--- src/hed_pkg.sv ---
// Shared types, character codes and pattern lookups for the HTML entity decoder.
// No dependencies; used by hed_decode, hed_emit and html_entity_decoder_core.
package hed_pkg;

	localparam logic [7:0] CH_NUL   = 8'h00;
	localparam logic [7:0] CH_AMP   = 8'h26;
	localparam logic [7:0] CH_SEMI  = 8'h3B;
	localparam logic [7:0] CH_L     = 8'h6C;
	localparam logic [7:0] CH_T     = 8'h74;
	localparam logic [7:0] CH_G     = 8'h67;
	localparam logic [7:0] CH_Q     = 8'h71;
	localparam logic [7:0] CH_U     = 8'h75;
	localparam logic [7:0] CH_O     = 8'h6F;
	localparam logic [7:0] CH_A     = 8'h61;
	localparam logic [7:0] CH_M     = 8'h6D;
	localparam logic [7:0] CH_P     = 8'h70;
	localparam logic [7:0] CH_LT    = 8'h3C;
	localparam logic [7:0] CH_GT    = 8'h3E;
	localparam logic [7:0] CH_QUOTE = 8'h22;

	localparam logic [1:0] KIND_LT   = 2'd0;
	localparam logic [1:0] KIND_GT   = 2'd1;
	localparam logic [1:0] KIND_QUOT = 2'd2;
	localparam logic [1:0] KIND_AMP  = 2'd3;

	// Longest prefix that can be held (the ampersand plus "quot").
	localparam logic [2:0] MAX_HELD = 3'd5;

	// One decoded job: a prefix of an entity pattern, then an optional extra byte.
	typedef struct packed {
		logic [1:0] kind;
		logic [2:0] plen;
		logic       xv;
		logic [7:0] xbyte;
		logic       last;
	} job_t;

	// Byte idx of the pattern for an entity kind; NUL past the end.
	function automatic logic [7:0] pat_byte(input logic [1:0] kind, input logic [2:0] idx);
		logic [7:0] r;
		r = CH_NUL;
		if (idx == 3'd0) begin
			r = CH_AMP;
		end else begin
			case (kind)
				KIND_LT: begin
					case (idx)
						3'd1: r = CH_L;
						3'd2: r = CH_T;
						3'd3: r = CH_SEMI;
						default: r = CH_NUL;
					endcase
				end
				KIND_GT: begin
					case (idx)
						3'd1: r = CH_G;
						3'd2: r = CH_T;
						3'd3: r = CH_SEMI;
						default: r = CH_NUL;
					endcase
				end
				KIND_QUOT: begin
					case (idx)
						3'd1: r = CH_Q;
						3'd2: r = CH_U;
						3'd3: r = CH_O;
						3'd4: r = CH_T;
						3'd5: r = CH_SEMI;
						default: r = CH_NUL;
					endcase
				end
				default: begin
					case (idx)
						3'd1: r = CH_A;
						3'd2: r = CH_M;
						3'd3: r = CH_P;
						3'd4: r = CH_SEMI;
						default: r = CH_NUL;
					endcase
				end
			endcase
		end
		return r;
	endfunction

	function automatic logic [7:0] decoded_byte(input logic [1:0] kind);
		logic [7:0] r;
		case (kind)
			KIND_LT:   r = CH_LT;
			KIND_GT:   r = CH_GT;
			KIND_QUOT: r = CH_QUOTE;
			default:   r = CH_AMP;
		endcase
		return r;
	endfunction

endpackage

--- src/hed_decode.sv ---
// Match logic: turns one input byte and the held-prefix state into a job and next state.
// Depends on hed_pkg.
module hed_decode (
	input  logic [7:0]  in_byte,
	input  logic        last_in,
	input  logic [2:0]  ml,
	input  logic [1:0]  kind,
	output logic [2:0]  ml_next,
	output logic [1:0]  kind_next,
	output hed_pkg::job_t job,
	output logic        has_out
);
	import hed_pkg::*;

	logic [2:0] ml_eff;
	logic [7:0] want;
	logic       fresh;

	assign ml_eff = (ml > MAX_HELD) ? 3'd0 : ml;
	assign want   = pat_byte(kind, ml_eff);

	always_comb begin
		ml_next    = ml_eff;
		kind_next  = (ml_eff < 3'd2) ? KIND_LT : kind;
		job.kind   = kind;
		job.plen   = 3'd0;
		job.xv     = 1'b0;
		job.xbyte  = in_byte;
		job.last   = last_in;
		fresh      = 1'b0;

		if (ml_eff == 3'd0) begin
			fresh = 1'b1;
		end else if (ml_eff == 3'd1) begin
			if (in_byte == CH_L) begin
				kind_next = KIND_LT;
				ml_next   = 3'd2;
			end else if (in_byte == CH_G) begin
				kind_next = KIND_GT;
				ml_next   = 3'd2;
			end else if (in_byte == CH_Q) begin
				kind_next = KIND_QUOT;
				ml_next   = 3'd2;
			end else if (in_byte == CH_A) begin
				kind_next = KIND_AMP;
				ml_next   = 3'd2;
			end else begin
				job.plen = 3'd1;
				fresh    = 1'b1;
			end
		end else begin
			if (want != CH_NUL && in_byte == want) begin
				if (want == CH_SEMI) begin
					job.xv    = 1'b1;
					job.xbyte = decoded_byte(kind);
					ml_next   = 3'd0;
					kind_next = KIND_LT;
				end else begin
					ml_next = ml_eff + 3'd1;
				end
			end else begin
				job.plen = ml_eff;
				fresh    = 1'b1;
			end
		end

		// A byte that is not part of a match: an ampersand opens a new one.
		if (fresh) begin
			kind_next = KIND_LT;
			if (in_byte == CH_AMP) begin
				ml_next = 3'd1;
			end else begin
				ml_next   = 3'd0;
				job.xv    = 1'b1;
				job.xbyte = in_byte;
			end
		end

		// End of text flushes whatever is now held.
		if (last_in && ml_next != 3'd0) begin
			if (job.plen == 3'd0) begin
				job.plen = ml_next;
				job.kind = kind_next;
			end else begin
				job.xv    = 1'b1;
				job.xbyte = CH_AMP;
			end
			ml_next   = 3'd0;
			kind_next = KIND_LT;
		end
	end

	assign has_out = (job.plen != 3'd0) || job.xv;

endmodule

--- src/hed_emit.sv ---
// Result register and serializer: sends one job's bytes, one per output transaction.
// Depends on hed_pkg.
module hed_emit (
	input  logic          clk,
	input  logic          arst_n,
	input  logic          load,
	input  hed_pkg::job_t job,
	input  logic          out_stall,
	output logic          out_valid,
	output logic [7:0]    out_byte,
	output logic          run_end,
	output logic          text_end,
	output logic          done
);
	import hed_pkg::*;

	job_t       job_q;
	logic       valid_q;
	logic [2:0] idx_q;
	logic [2:0] count;
	logic       fire;

	assign count     = job_q.plen + {2'b00, job_q.xv};
	assign out_valid = valid_q;
	assign out_byte  = (idx_q < job_q.plen) ? pat_byte(job_q.kind, idx_q) : job_q.xbyte;
	assign run_end   = (idx_q == count - 3'd1);
	assign text_end  = run_end && job_q.last;
	assign fire      = valid_q && !out_stall;
	assign done      = fire && run_end;

	always_ff @(posedge clk or negedge arst_n) begin
		if (!arst_n) begin
			valid_q <= 1'b0;
			idx_q   <= 3'd0;
		end else if (load) begin
			valid_q <= 1'b1;
			idx_q   <= 3'd0;
		end else if (done) begin
			valid_q <= 1'b0;
			idx_q   <= 3'd0;
		end else if (fire) begin
			idx_q <= idx_q + 3'd1;
		end
	end

	always_ff @(posedge clk) begin
		if (load) begin
			job_q <= job;
		end
	end

	// A loaded job always has a byte at the current index.
	assert property (@(posedge clk) disable iff (!arst_n)
		valid_q |-> (idx_q < count))
		else $error("emit index beyond job length");

	// A new job is only taken when the current one is gone or leaving.
	assert property (@(posedge clk) disable iff (!arst_n)
		load |-> (!valid_q || done))
		else $error("job overwritten before it was sent");

endmodule

--- src/html_entity_decoder_core.sv ---
// Top level of the streaming HTML entity decoder (&lt; &gt; &quot; &amp;).
// Depends on hed_pkg, hed_decode and hed_emit.
//
//  channel | handshake             | payload
//  --------+-----------------------+----------------------------------
//  input   | in_valid / in_stall   | in_byte[7:0], last_in
//  output  | out_valid / out_stall | out_byte[7:0], run_end, text_end
//
// Each input transaction is decoded in the cycle it is accepted, and its result
// bytes leave the result register from the next cycle on, one per output transaction.
// Inputs that yield zero or one byte each let plain text stream at one byte per cycle
// while out_stall is low; one that flushes a held prefix yields up to six bytes and
// holds in_stall high until the last of them leaves. Inputs that yield nothing also
// wait while the result register is busy. Reset clears the held prefix and the valid flag.
module html_entity_decoder_core (
	input  logic       clk,
	input  logic       arst_n,
	input  logic       in_valid,
	output logic       in_stall,
	input  logic [7:0] in_byte,
	input  logic       last_in,
	output logic       out_valid,
	input  logic       out_stall,
	output logic [7:0] out_byte,
	output logic       run_end,
	output logic       text_end
);
	import hed_pkg::*;

	// Held-prefix state: match length and entity kind.
	logic [2:0] ml_q;
	logic [1:0] kind_q;
	logic [2:0] ml_next;
	logic [1:0] kind_next;
	job_t       job;
	logic       has_out;
	logic       in_fire;
	logic       load;
	logic       done;

	// The result register is free when empty or when its last byte leaves now.
	assign in_stall = out_valid && !done;
	assign in_fire  = in_valid && !in_stall;
	assign load     = in_fire && has_out;

	hed_decode u_decode (
		.in_byte   (in_byte),
		.last_in   (last_in),
		.ml        (ml_q),
		.kind      (kind_q),
		.ml_next   (ml_next),
		.kind_next (kind_next),
		.job       (job),
		.has_out   (has_out)
	);

	hed_emit u_emit (
		.clk       (clk),
		.arst_n    (arst_n),
		.load      (load),
		.job       (job),
		.out_stall (out_stall),
		.out_valid (out_valid),
		.out_byte  (out_byte),
		.run_end   (run_end),
		.text_end  (text_end),
		.done      (done)
	);

	// State advances with every accepted transaction, independent of output drain.
	always_ff @(posedge clk or negedge arst_n) begin
		if (!arst_n) begin
			ml_q   <= 3'd0;
			kind_q <= KIND_LT;
		end else if (in_fire) begin
			ml_q   <= ml_next;
			kind_q <= kind_next;
		end
	end

	// The held prefix never grows past the longest entity prefix.
	assert property (@(posedge clk) disable iff (!arst_n)
		ml_q <= MAX_HELD)
		else $error("held prefix too long");

	// The final byte of a text always produces a result.
	assert property (@(posedge clk) disable iff (!arst_n)
		(in_fire && last_in) |-> has_out)
		else $error("end of text produced no result");

	// Nothing stays held after the final byte of a text.
	assert property (@(posedge clk) disable iff (!arst_n)
		(in_fire && last_in) |=> (ml_q == 3'd0))
		else $error("prefix still held after end of text");

	// A transaction with output is visible on the result side in the next cycle.
	assert property (@(posedge clk) disable iff (!arst_n)
		load |=> out_valid)
		else $error("loaded job not presented");

endmodule

--- config.mk ---
export PLATFORM = sky130hd
export DESIGN_NAME = html_entity_decoder_core
export DESIGN_NICKNAME = d
export VERILOG_FILES = /design/src/hed_pkg.sv /design/src/hed_decode.sv /design/src/hed_emit.sv /design/src/html_entity_decoder_core.sv
export SDC_FILE = /design/constraint.sdc
export NUM_CORES = 1
export LEC_CHECK = 0
export BUFFER_PORTS_ARGS = -buffer_cell sky130_fd_sc_hd__buf_2
export CAP_MARGIN = 0
export CORE_MARGIN = 3
export CORE_UTILIZATION = 60
export DETAILED_ROUTE_END_ITERATION = 16
export GPL_TIMING_DRIVEN = 0
export PLACE_DENSITY = 0.9
export SLEW_MARGIN = 25
export SYNTH_ARGS = -nofsm -noshare
export SYNTH_HDL_FRONTEND = slang
export SYNTH_SLANG_ARGS = --single-unit
--- constraint.sdc ---
create_clock -name clk -period 10.7 [get_ports clk]
set_input_delay 1.605 -clock clk [delete_from_list [all_inputs] [get_ports clk]]
set_output_delay 1.605 -clock clk [all_outputs]
set_load 0.01 [all_outputs]
==> results.md, run 1 <==
* Root Driver: clkbuf_8
* Detailed router's first-iteration violation count at 396
* Pins Over Slew Limit at 0
* Critical Path AT at 2.73 ns
* Element type at the critical path end: output pin
* Number of global-route vias before repair at about 2,000
* Number of I/O pins at 25
* Slew margin rel. at 0.622
* FP Rows at 21
* Wire per inst at 15.2 microns
* Drt first pass iters at 5
* Req. time, crit path at 9.10 ns
* Max cap viols at 0
* Hold crit path type: flip-flop to flip-flop
* Hold Vio Cnt, Final at 0
* RSZ-0062 raised after global routing: no
* RR Endpoint: u_emit.job_q[7]
* Util after Layout at 0.719
* Multi-input gate area at around 0.0014 sq mm
* Num CTS Buffers at 3
* Vias per cell at 6.17
* Clock tree sinks at 24
* Die footprint at 0.00446 sq mm
* Fin crit period at 4.33 ns
* R2R Path Start: kind_q[1]
* Flops & latches, synth at 24
* Largest cells by area after synthesis: edfxtp_1, dfrtp_1, ha_1
* Hold_sp: u_emit.idx_q[0]
* Placer congestion estimate at 0.927
* GR Overflow Total at 0
* Post-synth EDFFs at 15
* Layout area overhead at 11.6%
* Core area at 0.00344 sq mm
* Met1 wire length at between 2 and 2.5 mm
* Pwr per Cell Area at 191 mW/mm^2
* Nature of the critical path startpoint: flip-flop
* CP Class: flip-flop to output pin
* Die Width at 66.8 microns
* Clock Latency Late Sink at ~0.27 ns
* Largest net degree at the start of global routing at 15
* Layout cells sized above 1 at 0.138
* Seq/Total Area, Yosys at 0.305
* Post-CTS setup buffers at 0
* IO buf count at 23
* Post-Synthesis Cells at 283
* Initial Util at 0.644
* Post-synth net total at 306
* Antenna viol nets, final at 0
* Via count at 2,201
* CTS tree: built
* WHS Path Cells at 2
* WL met3 at 417 microns
* Wire length on met2 at 2.52 mm
* Synth Flop Type: edfxtp_1
* FILL cells at 272
* Max layer used: met4
* Cells on worst reg2reg path at 10
* Initial antenna violation count at 0
* TNS Setup at 0 ns
* Synth unique cells at 57
* Layout net count at 335
* Mapped cell area at about 0.0022 sq mm
* Final WL at 5.42 mm
* Max Freq at 231 MHz
* Ys Warns at 0
* Leakage Power at roughly 0.0010 uW
* Diode count at 0
* Register area at 676 sq um
* H-tree levels at 1
* Top cell type's share of synthesized area at 0.203
* Worst-path fanout max at 10
* Reg clk slew, reported paths at 0.09 ns
* Layout Skew at about 0.0040 ns
* Maximum vdd drop at 0.000137 V
* Gr usage total at 0.259
* Least-Margin Pin Slew at 0.563 ns
* FFs w/ async S/R, synth at 0.375
* First-pass GRT wire length at 8.89 mm
* Drt drc at 0
* Area leader, netlist: edfxtp_1
* Hold EP: u_emit.idx_q[0]
* Avg Cell Area, Syn at 7.84 sq um
* Final Cycle Share at 0.405
* R2R Setup Slk at 7.24 ns
* Final setup violation count at 0
* Longest Clk Path Bufs at 2
* Post-cts resize count at 0
* Hold buffers post-CTS at 0
* Run status: finished, final reports clean
* Die Span Y at 66.8 microns
* Post-detail-place hpwl at 4.15 mm
-- cell usage after synthesis, drive strengths merged, types with 2 or more instances --
master,count
nor3,8
nor3b,3
nand2b,6
edfxtp,15
xor2,3
a211oi,3
o31ai,3
or4,2
and3,2
a21boi,5
nor2b,8
a22o,2
nand4,2
a21o,5
or3,4
a21oi,24
xnor2,6
ha,10
inv,20
nor2,26
dfrtp,9
buf,7
a221oi,2
nand2,19
clkbuf,13
and3b,3
a211o,2
and2,10
o21ai,26
o22ai,7
nand3,5
a31oi,5
-- through the flow --
stage | setup WS, ns | hold WS (ns) | cell area (sq um) | total power, uW | std cells
finish | 6.37 | 0.699 | 2470 | 472 | 357
floorplan | 6.40 | 0.614 | 2220 | 322 | 283
detailed placement | 6.55 | 0.680 | 2410 | 401 | 353
CTS | 6.40 | 0.699 | 2470 | 470 | 357
global placement | 5.77 | 0.667 | 2390 | 391 | 352
global route | 6.21 | 0.758 | 2470 | 512 | 357
-- power breakdown --
group          switching, uW  total, uW  internal (uW)
combinational            161        270            108
sequential              16.3        133            116
clock                   29.0       69.6           40.6
total                    207        472            265
-- cells in the final DEF (no fill, tap or decap), drive strengths merged, types with 4 or more instances in the layout --
master  instances
a21boi          5
buf            31
edfxtp         15
nor3            8
nand3           5
dfrtp           9
nand2          19
a31oi           5
a21o            5
ha             10
or3             4
inv            20
o21ai          26
and2           10
a21oi          24
clkbuf         17
nand2b          6
o22ai           7
nor2           26
xnor2           6
nor2b           8
-- worst max path at each step --
stage                         start               to  slack (ns)  cells past startpoint
floorplan                in_byte[5]  u_emit.job_q[0]        6.40                      7
global placement         in_byte[3]  u_emit.job_q[8]        5.77                      7
detailed placement       in_byte[3]  u_emit.job_q[5]        6.55                      8
CTS                 u_emit.idx_q[0]      out_byte[1]        6.40                     10
global route        u_emit.idx_q[2]      out_byte[1]        6.21                      9
finish              u_emit.idx_q[2]      out_byte[1]        6.37                      9
-- metal layers --
| layer | global-route usage | vias up |
|---|---|---|
| met2 | 0.413 | 112 |
| met5 | 0 | - |
| met3 | 0.0422 | 10 |
| met1 | 0.367 | 1003 |
| met4 | 0.0609 | 0 |
| li1 | - | 1076 |
-- cell type report --
type                            count  area share
Buffer                             20      0.0349
Clock buffer                        4      0.0268
Tap cell                           46      0.0233
Timing Repair Buffer               24      0.0511
Multi-Input combinational cell    219       0.561
Inverter                           20      0.0303
Sequential cell                    24       0.273
-- cells by family after synthesis --
family | Yosys count | share of synthesized area
buf+inv | 40 | 0.0728
flops | 24 | 0.305
xor+xnor | 9 | 0.0389
compound gates | 98 | 0.282
mux | 1 | 0.00508
simple gates | 101 | 0.240
fa+ha+maj | 10 | 0.0564
-- worst max-delay path: stages, from the launching register on --
cell and delay (ns):
dfrtp_1 0.40, clkbuf_1 0.37, inv_1 0.24, ha_1 0.28, nor3_1 0.33, nor2_1 0.09
o221a_2 0.27, a221oi_1 0.23, o21ai_0 0.10, buf_2 0.15
-- registers in the layout, summed over array words and instances (netlist names) --
| name | count |
|---|---|
| u_emit.job_q | 15 |
| u_emit.out_valid | 1 |
| ml_q | 3 |
| u_emit.idx_q | 3 |
| kind_q | 2 |
Power figures use the tool's default switching activity.
==> run 2, diff against run 1 <==
- CORE_UTILIZATION: 60 -> 53
- PLACE_DENSITY: 0.9 -> 0.85
- clock period: 10.7 -> 3.47 ns (I/O delays scaled with it)
==> results.md, run 2 (synthesized netlist as in run 1, its figures left out) <==
* Most common cell after layout, fill and taps aside: buf_2
* H-tree levels at 1 (unchanged)
* Switching Share at 0.439 (+0.000918)
* Maximum vdd drop at 0.000282 V (+110%)
* CP cell instances: clkbuf_1 > inv_1 > ha_1 > nor3_2 > nor2_1 > o221a_2 > a221oi_1 > o21ai_0 > buf_2
* Max cap viols at 0 (unchanged)
* Longest Clk Path Bufs at 2 (unchanged)
* Final Hold Slack at 0.0785 ns (-0.621 ns)
* R2R Setup Slk at 0.21 ns (-7.03 ns)
* Critical Path AT at 2.76 ns (+0.03 ns)
* Core area at 0.00385 sq mm (+12%)
* First-pass GRT wire length at 9.20 mm (+3.4%)
* Run status: finished, final reports clean
* Net load switching power at 649 uW (+210%)
* Max FFs per register at 15 (unchanged)
* Final WL at 5.49 mm (+1.3%)
* Via count at 2,252 (+2.3%)
* Die footprint at 0.00500 sq mm (+12%)
* RR Endpoint: u_emit.job_q[3]
* WL met3 at 442 microns (+6.0%)
* Drt first pass iters at 5 (unchanged)
* Wire length on met2 at 2.58 mm (+2.3%)
* CP max-delay cell: dfrtp_1
* Clock Latency Late Sink at 0.27 ns (about the same)
* Util after Layout at 0.653 (-0.0664)
* CP Class: flip-flop to output pin
* Placed cell area at 0.00240 sq mm (-0.36%)
* Detailed router's first-iteration violation count at 202 (-49%)
* Max layer used: met4
* FP Rows at 22 (+4.8%)
* Layout Skew at 0.0120 ns (+0.00801 ns)
* Layout cells sized above 1 at 0.148 (+0.00965)
* Final Cycle Share at 0.946
* Initial Util at 0.576 (-0.0688)
* Final Cell Area at 0.00251 sq mm (+1.6%)
* Nature of the critical path startpoint: flip-flop
* CP bufs+invs at 3 (unchanged)
* Pwr per Cell Area at 588 mW/mm^2 (+210%)
* Hold crit path type: input pin to asynchronous set/reset pin
* Clock tree sinks at 24 (unchanged)
* Initial antenna violation count at 0 (unchanged)
* Top Registers: u_emit.job_q x15, ml_q x3, u_emit.idx_q x3
* Most frequent cells in the layout: buf_2, nor2_1, a21oi_1
* Placer congestion estimate at 1.04 (+12%)
* Hold Vio Cnt, Final at 0 (unchanged)
* Layout net count at 335 (unchanged)
* Post-detail-place hpwl at 4.16 mm (+0.33%)
* Slew margin rel. at 0.568 (-0.0541)
* Final setup violation count at 0 (unchanged)
* Number of global-route vias before repair at 1,983 (-0.25%)
* Cells on worst reg2reg path at 9 (-1)
* Drt drc at 0 (unchanged)
* CP delay by family, top: buffers and inverters
* CTS tree: built
* Non-Filler Instances at 359 (+0.56%)
* Antenna viol nets, final at 0 (unchanged)
* Max Freq at 305 MHz
* Req. time, crit path at 2.95 ns (-6.15 ns)
* Internal power at 831 uW (+210%)
* Die Span Y at 70.7 microns (+5.8%)
* Clock power frac at 0.147 (about the same)
* Number of I/O pins at 25 (unchanged)
* Element type at the critical path end: output pin
* Comb pwr share at 0.575 (+0.003)
* Pins Over Slew Limit at 0 (unchanged)
* Reg clk slew, reported paths at 0.09 ns (about the same)
* Worst-path fanout max at 10 (unchanged)
* Layout area overhead at 13.4%
* Largest net degree at the start of global routing at 19 (+4)
* Vias per cell at 6.27 (+1.7%)
* Leakage Power at 0.00101 uW (about the same)
* Gr usage total at 0.223 (-0.0365)
* IO buf count at 23 (unchanged)
* Root Driver: clkbuf_8
* Biggest register: u_emit.job_q
* FILL cells at 340 (+25%)
* Die Width at 70.7 microns (+5.8%)
* Cells after DPL at 354 (+0.28%)
* R2R Path Start: ml_q[1]
* Met1 wire length at 2.45 mm (+1.9%)
* RSZ-0062 raised after global routing: yes
* Num CTS Buffers at 3 (unchanged)
* GR Overflow Total at 0 (unchanged)
* Sequential group share of total power at 0.278 (-0.003)
* Diode count at 0 (unchanged)
* Fin crit period at approximately 3.3 ns
* CP max stage delay at 0.39 ns (about the same)
* Least-Margin Pin Slew at 0.643 ns (+0.0805 ns)
* Wire per inst at 15.3 microns (+0.71%)
-- run 2: changes by cell type in the layout (fill, tap and decap cells not counted) --
cell | previous run | this run
a31oi_4 | 0 | 1
nor4_2 | 0 | 1
a2111oi_1 | 0 | 1
nor3b_4 | 0 | 1
nor4_1 | 1 | 0
dfrtp_2 | 0 | 1
buf_12 | 0 | 1
nor3_1 | 8 | 7
dfrtp_1 | 9 | 8
a2111oi_0 | 1 | 0
nor3_2 | 0 | 1
a31oi_2 | 1 | 0
nor3b_2 | 1 | 0
buf_6 | 1 | 0
-- run 2: metal layers --
layer | vias up | global-route usage
met4 | 0 | 0.0313
met3 | 5 | 0.0355
met1 | 1062 | 0.324
met5 | - | 0
met2 | 110 | 0.358
li1 | 1075 | -
-- run 2: final cells by class --
type                            count  area [sq um]  share of cell area
Inverter                           20          75.1              0.0299
Tap cell                           48          60.1              0.0239
Clock buffer                        4          66.3              0.0264
Sequential cell                    24           677               0.269
Buffer                             20          86.3              0.0343
Multi-Input combinational cell    219          1420               0.563
Timing Repair Buffer               24           135              0.0537
-- run 2: power by group through the flow --
| stage | Sequential (uW) | Combinational (uW) | Clock (uW) |
|---|---|---|---|
| after CTS | 409 | 837 | 221 |
| final | 411 | 851 | 218 |
| after global routing | 420 | 953 | 234 |
| after floorplan | 404 | 590 | 0 |
| after detailed placement | 416 | 817 | 0 |
| after global placement | 415 | 793 | 0 |
-- run 2: stage by stage --
step	setup TNS, ns	setup slack (ns)	power (uW)
2_1_floorplan	0	0.338	993
4_1_cts	0	0.0735	1470
5_1_grt	-0.0135	-0.0135	1610
3_3_place_gp	-4.60	-0.277	1210
6_report	0	0.187	1480
3_5_place_dp	-5.96	-0.349	1230
-- run 2: repair_timing --
action / 4_1_cts / 5_1_grt
setup endpoints to repair: 18 / 19
hold buffers: 0 / 0
pin swaps: 1 / 0
gates resized for setup: 1 / 5
buffers inserted: 1 / 0
cloned: 0 / 0
-- run 2: worst max-delay path by stage --
stage,from,to,cells after the start,slack [ns]
finish,u_emit.idx_q[2],out_byte[1],9,0.19
global route,u_emit.idx_q[2],out_byte[1],9,-0.01
CTS,u_emit.idx_q[0],out_byte[1],10,0.07
detailed placement,ml_q[1],u_emit.job_q[4],8,-0.35
global placement,ml_q[1],u_emit.job_q[4],8,-0.28
floorplan,ml_q[0],u_emit.job_q[0],9,0.34
==> run 3, diff against run 2 <==
- PLACE_DENSITY: 0.85 -> 0.76
==> results.md, run 3 (synthesized netlist as in run 1, its figures left out) <==
* Detailed router's first-iteration violation count at 293 (+45%)
* Layout area overhead at 13.0%
* Hold crit path type: input pin to asynchronous set/reset pin
* Max cap viols at 0 (unchanged)
* IO buf count at 23 (unchanged)
* Fin crit period at 3.30 ns (+0.0203 ns)
* Final setup violation count at 0 (unchanged)
* Nature of the critical path startpoint: flip-flop
* R2R Path Start: kind_q[1]
* Least-Margin Pin Slew at 0.575 ns (-0.0684 ns)
* Root Driver: clkbuf_8
* Stages on worst setup path at 10 (+1)
* CP bufs+invs at 3 (unchanged)
* Worst-path fanout max at 18 (+8)
* CTS tree: built
* Final WL at 5.61 mm (+2.2%)
* Via count at 2,243 (-0.40%)
* Placer congestion estimate at 0.930 (-11%)
* CP delay by family, top: simple AND/OR/NAND/NOR gates
* R2R Setup Slk at 0.17 ns (-0.04 ns)
* Diode count at 0 (unchanged)
* Clock tree sinks at 24 (unchanged)
* Reg clk slew, reported paths at 0.08 ns (about the same)
* H-tree levels at 1 (unchanged)
* Max FFs per register at 15 (unchanged)
* Critical Path AT at 3.34 ns (+0.58 ns)
* Biggest register: u_emit.job_q
* Largest net degree at the start of global routing at 19 (unchanged)
* Max Freq at 303 MHz (-0.61%)
* Initial Util at 0.576 (unchanged)
* CP endpoint: u_emit.job_q[8]
* Design Power at 1470 uW (-0.91%)
* Leakage Power at 0.00102 uW (+0.53%)
* FP Rows at 22 (unchanged)
* Post-detail-place hpwl at 4.24 mm (+1.9%)
* CP max-delay cell: or4_1
* Hold Vio Cnt, Final at 0 (unchanged)
* Layout cells sized above 1 at 0.148 (unchanged)
* Most frequent cells in the layout: buf_2, nor2_1, a21oi_1
* Final Cycle Share at 0.952 (+0.00585)
* Slew margin rel. at 0.607 (+0.0390)
* CP Class: flip-flop to flip-flop
* Layout net count at 335 (unchanged)
* Most common cell after layout, fill and taps aside: buf_2
* Number of global-route vias before repair at 1,997 (+0.71%)
* Die Span Y at 70.7 microns (unchanged)
* Gr usage total at 0.227 (+0.00437)
* Antenna viol nets, final at 0 (unchanged)
* Core area at 0.00385 sq mm (unchanged)
* Pwr per Cell Area at 585 mW/mm^2 (-0.57%)
* Number of I/O pins at 25 (unchanged)
* Placed cell area at 0.00240 sq mm (unchanged)
* Hold buffers post-CTS at 0 (unchanged)
* Final Cell Area at 0.00251 sq mm (-0.35%)
* RR Endpoint: u_emit.job_q[8]
* Clock Latency Late Sink at 0.27 ns (about the same)
* Cells on worst reg2reg path at 10 (+1)
* Drt first pass iters at 5 (unchanged)
* CP max stage delay at 0.59 ns (+0.20 ns)
* Wire per inst at 15.6 microns (+2.2%)
* Initial antenna violation count at 0 (unchanged)
* Req. time, crit path at 3.50 ns (+0.55 ns)
* First-pass GRT wire length at 9.36 mm (+1.7%)
* RSZ-0062 raised after global routing: no
* Longest Clk Path Bufs at 2 (unchanged)
* Top Registers: u_emit.job_q x15, ml_q x3, u_emit.idx_q x3
* Element type at the critical path end: flip-flop
* GR Overflow Total at 0 (unchanged)
* Worst Setup SP: kind_q[1]
* CP cell instances: buf_2 > and3b_1 > a22oi_1 > a21oi_1 > or4_1 > or4_1 > buf_2 > o21ai_2 > a31oi_4 > buf_12
* Util after Layout at 0.650 (-0.00227)
* Num CTS Buffers at 3 (unchanged)
* Drt drc at 0 (unchanged)
* Maximum vdd drop at 0.000368 V (+30%)
* Layout Skew at 0.00455 ns (-0.00742 ns)
* Pins Over Slew Limit at 0 (unchanged)
* Die footprint at 0.00500 sq mm (unchanged)
* Die Width at 70.7 microns (unchanged)
* Vias per cell at 6.25 (-0.40%)
* Run status: finished, final reports clean
run 3: cell count changes in the layout (fill, tap and decap cells not counted):
| cell | change |
|---|---|
| dfrtp_1 | +1 |
| nor3_1 | +1 |
| nor3b_2 | +1 |
| clkbuf_1 | -1 |
| a21oi_2 | +1 |
| a21oi_1 | -1 |
| dfrtp_2 | -1 |
| clkbuf_2 | +1 |
| a2111oi_1 | -1 |
| a2111oi_0 | +1 |
| nor3b_4 | -1 |
| nor3_2 | -1 |
run 3: area by class of cell:
class	instances	area, sq um
buffer	20	87.6
clock buffer	4	66.3
fill	342	1350
inverter	20	75.1
multi-input combinational	219	1410
sequential	24	676
tap	48	60.1
timing repair buffer	24	135
run 3: per-layer routing:
layer  global-route usage  share of wire
met3               0.0440          0.082
met4               0.0334         0.0070
met1                0.335           0.46
met5                    0              0
met2                0.353           0.45
run 3: report_power, final:
| part | switching [uW] | total (uW) | internal [uW] |
|---|---|---|---|
| Sequential | 50.9 | 410 | 359 |
| Combinational | 501 | 842 | 341 |
| Clock | 89.4 | 215 | 125 |
| Total | 642 | 1470 | 825 |
run 3: through the flow:
stage	cells	TNS, ns	setup WS, ns	hold slack, ns
after floorplan	283	0	0.338	0.225
after global placement	354	-4.07	-0.246	0.379
after detailed placement	354	-5.12	-0.303	0.383
after CTS	359	0	0.229	0.0844
after global routing	359	0	0.0100	0.0799
final	359	0	0.167	0.0858
run 3: worst min path at each step:
stage                      start              end  slack [ns]  cells after the start
after floorplan           arst_n        kind_q[0]        0.22                      0
after global placement    arst_n  u_emit.idx_q[0]        0.38                      1
after detailed placement  arst_n  u_emit.idx_q[0]        0.38                      1
after CTS                 arst_n  u_emit.idx_q[0]        0.08                      1
after global routing      arst_n  u_emit.idx_q[2]        0.08                      1
final                     arst_n  u_emit.idx_q[0]        0.09                      1
run 3: what timing repair did:
item / in CTS / in global routing
resized for setup: 1 / 4
buffers inserted: 1 / 0
setup endpoints to repair: 18 / 16
pin swaps: 1 / 0
